<file path="src/rtl/dic_pkg.sv">
// Package: shared types, codes and constants for the double/int64 converter.
`timescale 1ns / 1ps
package dic_pkg;

  localparam int unsigned OpWidth   = 2;
  localparam int unsigned DataWidth = 64;
  localparam int unsigned ExpBias   = 1023;

  typedef enum logic [1:0] {
    OP_D2S = 2'd0,
    OP_D2U = 2'd1,
    OP_S2D = 2'd2,
    OP_U2D = 2'd3
  } op_e;

  // Stage 1 to stage 2 bundle
  typedef struct packed {
    op_e         op;
    logic        neg;
    logic        is_float;
    logic        done;
    logic [63:0] fixed_res;
    logic        fixed_inv;
    logic [63:0] mag;
    logic [6:0]  shamt;
    logic        left;
  } s1_t;

  // Stage 2 to stage 3 bundle
  typedef struct packed {
    logic        neg;
    logic        is_float;
    logic        done;
    logic [63:0] fixed_res;
    logic        fixed_inv;
    logic [63:0] val;
    logic [5:0]  top;
    logic        zero;
  } s2_t;

  // Find the index of the highest set bit
  function automatic logic [5:0] lead_one(input logic [63:0] v);
    logic [5:0] r;
    r = 6'd0;
    for (int i = 0; i < 64; i++) begin
      if (v[i]) r = 6'(i);
    end
    return r;
  endfunction

endpackage

</file>
<file path="src/rtl/dic_decode.sv">
// Stage one: operand decode, special cases and shift setup.
`timescale 1ns / 1ps
module dic_decode (
  input  logic [dic_pkg::OpWidth-1:0]   op_i,
  input  logic [dic_pkg::DataWidth-1:0] x_i,
  output dic_pkg::s1_t                  s1_o
);
  import dic_pkg::*;

  logic        neg;
  logic [10:0] bexp;
  logic [51:0] frac;
  logic        nan;

  assign neg  = x_i[63];
  assign bexp = x_i[62:52];
  assign frac = x_i[51:0];
  assign nan  = (bexp == 11'h7FF) && (frac != '0);

  // Classify the operation and settle saturating and zero-result cases
  always_comb begin
    s1_o           = '0;
    s1_o.op        = op_e'(op_i);
    s1_o.neg       = neg;
    s1_o.mag       = {11'd0, 1'b1, frac};
    unique case (op_e'(op_i))
      OP_D2S: begin
        if (nan) begin
          s1_o.done = 1'b1; s1_o.fixed_res = 64'h7FFF_FFFF_FFFF_FFFF; s1_o.fixed_inv = 1'b1;
        end else if (bexp >= 11'd1086) begin
          s1_o.done = 1'b1;
          s1_o.fixed_res = neg ? 64'h8000_0000_0000_0000 : 64'h7FFF_FFFF_FFFF_FFFF;
          s1_o.fixed_inv = !(neg && bexp == 11'd1086 && frac == '0);
        end
      end
      OP_D2U: begin
        if (nan) begin
          s1_o.done = 1'b1; s1_o.fixed_res = '1; s1_o.fixed_inv = 1'b1;
        end else if (neg) begin
          s1_o.done = 1'b1;
        end else if (bexp > 11'd1086) begin
          s1_o.done = 1'b1; s1_o.fixed_res = '1; s1_o.fixed_inv = 1'b1;
        end
        s1_o.neg = 1'b0;
      end
      OP_S2D: begin
        s1_o.is_float = 1'b1;
        s1_o.mag      = neg ? (64'd0 - x_i) : x_i;
      end
      OP_U2D: begin
        s1_o.is_float = 1'b1;
        s1_o.neg      = 1'b0;
        s1_o.mag      = x_i;
      end
      default: ;
    endcase
    // Shift for truncation: below bias gives zero
    if (!s1_o.is_float) begin
      if (bexp < 11'(ExpBias)) begin
        s1_o.mag = '0;
      end else if (bexp >= 11'd1075) begin
        s1_o.left  = 1'b1;
        s1_o.shamt = 7'(bexp - 11'd1075);
      end else begin
        s1_o.shamt = 7'(11'd1075 - bexp);
      end
    end
  end

endmodule

</file>
<file path="src/rtl/dic_shift.sv">
// Stage two: truncation shift or leading-one detect.
`timescale 1ns / 1ps
module dic_shift (
  input  dic_pkg::s1_t s1_i,
  output dic_pkg::s2_t s2_o
);
  import dic_pkg::*;

  // Shift the significand or locate the top bit
  always_comb begin
    s2_o           = '0;
    s2_o.neg       = s1_i.neg;
    s2_o.is_float  = s1_i.is_float;
    s2_o.done      = s1_i.done;
    s2_o.fixed_res = s1_i.fixed_res;
    s2_o.fixed_inv = s1_i.fixed_inv;
    s2_o.zero      = (s1_i.mag == '0);
    if (s1_i.is_float) begin
      s2_o.val = s1_i.mag;
      s2_o.top = lead_one(s1_i.mag);
    end else if (s1_i.left) begin
      s2_o.val = s1_i.mag << s1_i.shamt[5:0];
    end else begin
      s2_o.val = s1_i.mag >> s1_i.shamt[5:0];
    end
  end

endmodule

</file>
<file path="src/rtl/dic_round.sv">
// Stage three: rounding, packing and final sign.
`timescale 1ns / 1ps
module dic_round (
  input  dic_pkg::s2_t s2_i,
  output logic [63:0]  res_o,
  output logic         inv_o
);
  import dic_pkg::*;

  logic [63:0] norm;
  logic [52:0] keep;
  logic [10:0] rest;
  logic        rnd;
  logic [53:0] sum;
  logic [10:0] bexp;

  // Normalize so the top bit sits at bit 63, then round to 53 bits
  always_comb begin
    norm = s2_i.val << (6'd63 - s2_i.top);
    keep = norm[63:11];
    rest = norm[10:0];
    rnd  = rest[10] && ((rest[9:0] != '0) || keep[0]);
    sum  = {1'b0, keep} + 54'(rnd);
    bexp = 11'(ExpBias) + 11'(s2_i.top) + 11'(sum[53]);
    inv_o = 1'b0;
    if (s2_i.done) begin
      res_o = s2_i.fixed_res;
      inv_o = s2_i.fixed_inv;
    end else if (s2_i.is_float) begin
      if (s2_i.zero) res_o = '0;
      else res_o = {s2_i.neg, bexp, sum[53] ? sum[52:1] : sum[51:0]};
    end else begin
      res_o = s2_i.neg ? (64'd0 - s2_i.val) : s2_i.val;
    end
  end

endmodule

</file>
<file path="src/rtl/double_int64_converter_core.sv">
// Top level: three-stage pipelined double/int64 converter with stream ports.
// Decode, shift and round stage registers lie between input transfer and result valid.
// Throughput: one transfer per cycle; a stalled output freezes every stage.
// Reset clears the stage valid bits only; payload registers are not reset.
// Stages: decode and 64-bit negate, shift or leading-one search, normalize and round.
`timescale 1ns / 1ps
module double_int64_converter_core (
  input  logic          clk_i,
  input  logic          rst_ni,
  input  logic          s_axis_tvalid_i,
  output logic          s_axis_tready_o,
  // tdata: [63:0] operand
  input  logic [dic_pkg::DataWidth-1:0] s_axis_tdata_i,
  // tuser: [1:0] operation
  input  logic [1:0]    s_axis_tuser_i,
  output logic          m_axis_tvalid_o,
  input  logic          m_axis_tready_i,
  // tdata: [63:0] result
  output logic [dic_pkg::DataWidth-1:0] m_axis_tdata_o,
  // tuser: [0] invalid
  output logic          m_axis_tuser_o
);
  import dic_pkg::*;

  logic         adv;
  logic         v1_q, v2_q, v3_q;
  s1_t          s1_d, s1_q;
  s2_t          s2_d, s2_q;
  logic [63:0]  res_d, res_q;
  logic         inv_d, inv_q;

  // Advance whenever the output slot is empty or drains
  assign adv             = !v3_q || m_axis_tready_i;
  assign s_axis_tready_o = adv;

  dic_decode u_dec (.op_i(s_axis_tuser_i), .x_i(s_axis_tdata_i), .s1_o(s1_d));
  dic_shift  u_sh  (.s1_i(s1_q), .s2_o(s2_d));
  dic_round  u_rnd (.s2_i(s2_q), .res_o(res_d), .inv_o(inv_d));

  // Hold valid bits
  always_ff @(posedge clk_i or negedge rst_ni) begin
    if (!rst_ni) begin
      v1_q <= 1'b0; v2_q <= 1'b0; v3_q <= 1'b0;
    end else if (adv) begin
      v1_q <= s_axis_tvalid_i; v2_q <= v1_q; v3_q <= v2_q;
    end
  end

  // Advance payload
  always_ff @(posedge clk_i) begin
    if (adv) begin
      s1_q <= s1_d; s2_q <= s2_d; res_q <= res_d; inv_q <= inv_d;
    end
  end

  assign m_axis_tvalid_o = v3_q;
  assign m_axis_tdata_o  = res_q;
  assign m_axis_tuser_o  = inv_q;

  // Stalled result must hold
  a_hold: assert property (@(posedge clk_i) disable iff (!rst_ni)
    m_axis_tvalid_o && !m_axis_tready_i |=> $stable(m_axis_tdata_o) && m_axis_tvalid_o)
    else $error("result changed under stall");
  // Invalid only comes with a saturated result
  a_inv: assert property (@(posedge clk_i) disable iff (!rst_ni)
    m_axis_tvalid_o && m_axis_tuser_o |-> m_axis_tdata_o == 64'h7FFF_FFFF_FFFF_FFFF
      || m_axis_tdata_o == 64'h8000_0000_0000_0000 || m_axis_tdata_o == '1)
    else $error("invalid flag without saturated result");
  // Input accepted flows to stage one
  a_flow: assert property (@(posedge clk_i) disable iff (!rst_ni)
    s_axis_tvalid_i && s_axis_tready_o |=> v1_q)
    else $error("accepted item lost");

endmodule
</file>
<file path="config.mk">
export PLATFORM = sky130hd
export DESIGN_NAME = double_int64_converter_core
export DESIGN_NICKNAME = d
export VERILOG_FILES = /design/src/rtl/dic_pkg.sv /design/src/rtl/dic_decode.sv /design/src/rtl/dic_shift.sv /design/src/rtl/dic_round.sv /design/src/rtl/double_int64_converter_core.sv
export SDC_FILE = /design/constraint.sdc
export NUM_CORES = 1
export LEC_CHECK = 0
export BUFFER_PORTS_ARGS = -buffer_cell sky130_fd_sc_hd__buf_2
export CAP_MARGIN = 15
export CORE_MARGIN = 3
export CORE_UTILIZATION = 24
export CTS_CLUSTER_DIAMETER = 30
export CTS_CLUSTER_SIZE = 8
export DETAILED_ROUTE_END_ITERATION = 16
export PLACE_DENSITY = 0.49
export SLEW_MARGIN = 30
export SYNTH_ARGS = -nofsm -noshare
export SYNTH_HDL_FRONTEND = slang
export SYNTH_SLANG_ARGS = --single-unit
</file>
<file path="constraint.sdc">
create_clock -name clk_i -period 14.4 [get_ports clk_i]
set_input_delay 1.44 -clock clk_i [delete_from_list [all_inputs] [get_ports clk_i]]
set_output_delay 1.44 -clock clk_i [all_outputs]
set_load 0.05 [all_outputs]
</file>
==> run summary <==
* **Detail Placement HPWL** 88,500 um
* **cell type with the highest occurrence count on the critical path** sky130_fd_sc_hd__ha_1
* **number of vias after detailed routing** 25,400
* **detail-routed net length per standard cell** 25.4 um
* **Max-slew headroom** 27.2%
* **mean cell area of the mapped netlist** 8.46 sq um
* **via count normalized by instance count** 5.67
* **antenna violations before repair** 7
* **deepest level of the CTS H-tree** 2
* **Post-CTS Repair Setup Buffers** 0
* **final antenna-violating net count** 0
* **num ports** 137
* **arrival time worst endpoint** 6.40 ns
* **global placement routability congestion** 0.979
* **global routing met2 resource utilization** 30.8%
* **critical path data required time** 14.73 ns
* **fraction of final layout cells with drive strength greater than 1** 17.1%
* **count of placed standard cells including taps** 4,398
* **Clk Latency, worst-skew pair** 0.60 ns
* **Area growth, synth to finish** 12.2%
* **instance count of the mapped netlist** 3,074
* **Synth Flop Type** sky130_fd_sc_hd__edfxtp_1
* **delay of the slowest cell on the worst path** 0.63 ns
* **maximum number of buffers from clock root to sink** 3
* **met1 global-route usage** 27.2%
* **layer with the highest usage** met2
* **count of final max-slew check failures** 0
* **Total Negative Setup Slacks** 0 ns
* **share of flip-flops with an asynchronous set or reset after synthesis** 1.35%
* **kind of capture point of the worst setup path** flip-flop
* **count of distinct cell types in the synthesized netlist** 94
* **root cell of the clock tree** sky130_fd_sc_hd__clkbuf_16
* **portion of the clock cycle consumed by the worst path in the final layout** 42.2%
* **CTS Buf Count** 48
* **post-CTS resize count** 0
* **clock sink count** 222
* **Routed Wire Length** 114,000 um
* **register area share after synthesis** 25.6%
* **width of the die** 335 um
* **area inside the core boundary** 0.107 sq mm
* **vias in the first global route** 24,300
* **most common cell in the netlist** sky130_fd_sc_hd__nor2_1
* **worst min-delay path category** flip-flop to flip-flop
* **area of combinational cells with multiple inputs** 0.0179 sq mm
* **top cells by count, synth** 419 x sky130_fd_sc_hd__nor2_1, 263 x sky130_fd_sc_hd__mux2i_1, 258 x sky130_fd_sc_hd__o21ai_0
* **largest clock skew in the final design** 0.0176 ns
* **status** completed
* **Final Hold Violating Endpoints** 0
* **global router's overall resource usage** 19.7%
* **netlist area before placement** 0.0260 sq mm
* **crit path launch type** flip-flop
* **cell with the largest stage delay on the worst path** sky130_fd_sc_hd__a221oi_1
* **area used by sequential logic in the layout** 0.00665 sq mm
* **starting density of the core** 24.2%
* **area of the die** 0.112 sq mm
* **drc violations** 0
* **slew at the pin closest to its max-slew limit** 1.09 ns
* **number of warnings printed during yosys synthesis** 0
* **Synth Register Bits** 222
* **ordered cell list for the critical path** buf_4, buf_6, mux2_2, a2bb2o_2, nor3_1, o32ai_1, a221oi_1, nand4_1, or3_1, or4_4, ha_1, ha_1, a31oi_1, a21boi_0, nor2_1
* **maximum number of pins on one net before global-route repair** 104
* **clock input transition at the sequential cells of the worst setup and hold paths** 0.05 ns
* **cell types with the largest area share after synthesis** sky130_fd_sc_hd__edfxtp_1 25%, sky130_fd_sc_hd__mux2i_1 10%, sky130_fd_sc_hd__mux4_2 8.5%
* **leakage power figure** 0.0107 uW
* **minimum clock period** 6.07 ns
* **RSZ-0062 raised after global routing** no
* **IR Drop Worst-Case VDD** 74.4 uV
* **post-route cell area** 0.0292 sq mm
* **met3 global-route usage** 3.09%
* **fin util** 27.2%
* **CTS hold repair buffers** 0
* **number of DRC markers after the initial detailed-route iteration** 3,138
* **maximum achievable frequency** 0.165 GHz
* **worst-case setup slack after placement** 8.18 ns
* **Crit Path Category** flip-flop to flip-flop
* **first-pass GRT wire length** 169,000 um
* **Setup violations, final** 0
* **Buffers on Ports** 136
* **share of the synthesized area in the top cell type** 25.3%
* **largest area contributor in the synthesized netlist** sky130_fd_sc_hd__edfxtp_1
* **Final WS setup** 8.33 ns
* **critical path peak fanout** 73
* **power density relative to cell area** 202 mW/mm^2
* **height of the die** 335 um
* **max-cap violations** 0
* **TritonCTS clock tree** built
* **placed cell area** 0.0276 sq mm
* **number of flops mapped to enable cells by yosys** 219
* **remaining global-route overflow** 0
* **number of rows in the core area** 120
* **fin nets** 3,126
* **Filler cells** 11,600
* **non-filler instance count after layout** 4,485
* **Syn Nets** 3,155
* **Initial DRT Pass Iterations** 6
power by group:
part           leakage [uW]  switching (uW)  total (uW)  internal (uW)
Clock              0.000767             366        1060            697
Combinational       0.00767            2330        3560           1230
Sequential          0.00230             309        1290            981
final cells by class:
| class | instances | area share [%] |
|---|---|---|
| timing repair buffer | 185 | 3.69 |
| clock buffer | 52 | 4.17 |
| inverter | 65 | 0.853 |
| antenna | 2 | 0.0171 |
| multi-input combinational | 2523 | 61.3 |
| sequential | 222 | 22.8 |
| clock inverter | 33 | 1.20 |
| tap | 1403 | 6.01 |
through the flow:
stage | hold WS (ns) | total power, uW
floorplan | 0.400 | 3620
global placement | 0.404 | 4790
detailed placement | 0.405 | 4750
CTS | 0.417 | 5840
global route | 0.434 | 6180
finish | 0.416 | 5910
registers in the layout (all words and copies together), names as in the netlist:
name and count:
v2_q 1, m_axis_tuser_o 1, v1_q 1, m_axis_tdata_o 64, s2_q 77, s1_q 77
m_axis_tvalid_o 1
worst paths after layout:
| check | startpoint | slack (ns) | cells after the start | to |
|---|---|---|---|---|
| hold reg to reg | s1_q[136]$_DFFE_PP_ | 0.42 | 0 | s2_q[135]$_DFFE_PP_ |
| hold / removal | s1_q[136]$_DFFE_PP_ | 0.42 | 0 | s2_q[135]$_DFFE_PP_ |
| setup reg to reg | s2_q[2]$_SDFFCE_PN0P_ | 8.33 | 15 | m_axis_tdata_o[58]$_DFFE_PP_ |
| setup / recovery | s2_q[2]$_SDFFCE_PN0P_ | 8.33 | 15 | m_axis_tdata_o[58]$_DFFE_PP_ |
| max in group asynchronous | rst_ni | 13.64 | 1 | m_axis_tvalid_o$_DFFE_PN0P_ |
| min in group asynchronous | rst_ni | 0.65 | 1 | v2_q$_DFFE_PN0P_ |
cell usage in the layout, fill, tap and decap left out, types with 75 or more instances in the layout:
cell	instances
sky130_fd_sc_hd__xnor2_1	81
sky130_fd_sc_hd__nor2_1	419
sky130_fd_sc_hd__buf_2	136
sky130_fd_sc_hd__mux2_2	118
sky130_fd_sc_hd__xor2_1	85
sky130_fd_sc_hd__a21oi_1	213
sky130_fd_sc_hd__mux2i_1	263
sky130_fd_sc_hd__nand2_1	230
sky130_fd_sc_hd__nor3_1	75
sky130_fd_sc_hd__o21ai_0	257
sky130_fd_sc_hd__mux4_2	98
sky130_fd_sc_hd__edfxtp_1	219
layer usage:
| metal | up-vias | share of wire (%) | wire length, um |
|---|---|---|---|
| met5 | - | 0.0070 | 8 |
| met4 | 2 | 4.4 | 5060 |
| met3 | 259 | 8.3 | 9450 |
| met2 | 1291 | 44 | 50500 |
| met1 | 12400 | 43 | 49000 |
| li1 | 11500 | - | - |
kinds of logic (layout without fill, tap and decap cells):
family	Yosys count	count (layout)	synth area share [%]
other cells	0	2	0
buf+inv	329	335	5.72
fa+ha+maj	11	11	0.529
simple gates	1022	1022	18.1
compound gates	843	843	20.7
flops	222	222	25.6
mux	481	481	23.8
xor+xnor	166	166	5.59
critical path, delay by kind of cell, from the launching register on:
| kind | cells | cell delay [ns] |
|---|---|---|
| flip-flops | 1 | 0.31 |
| adder cells (fa/ha/maj) | 2 | 0.53 |
| AO/OA/AOI/OAI | 5 | 1.55 |
| buffers and inverters | 2 | 1.05 |
| multiplexers | 1 | 0.31 |
| AND/OR/NAND/NOR | 5 | 2.02 |
(Power assumes the default switching activity.)
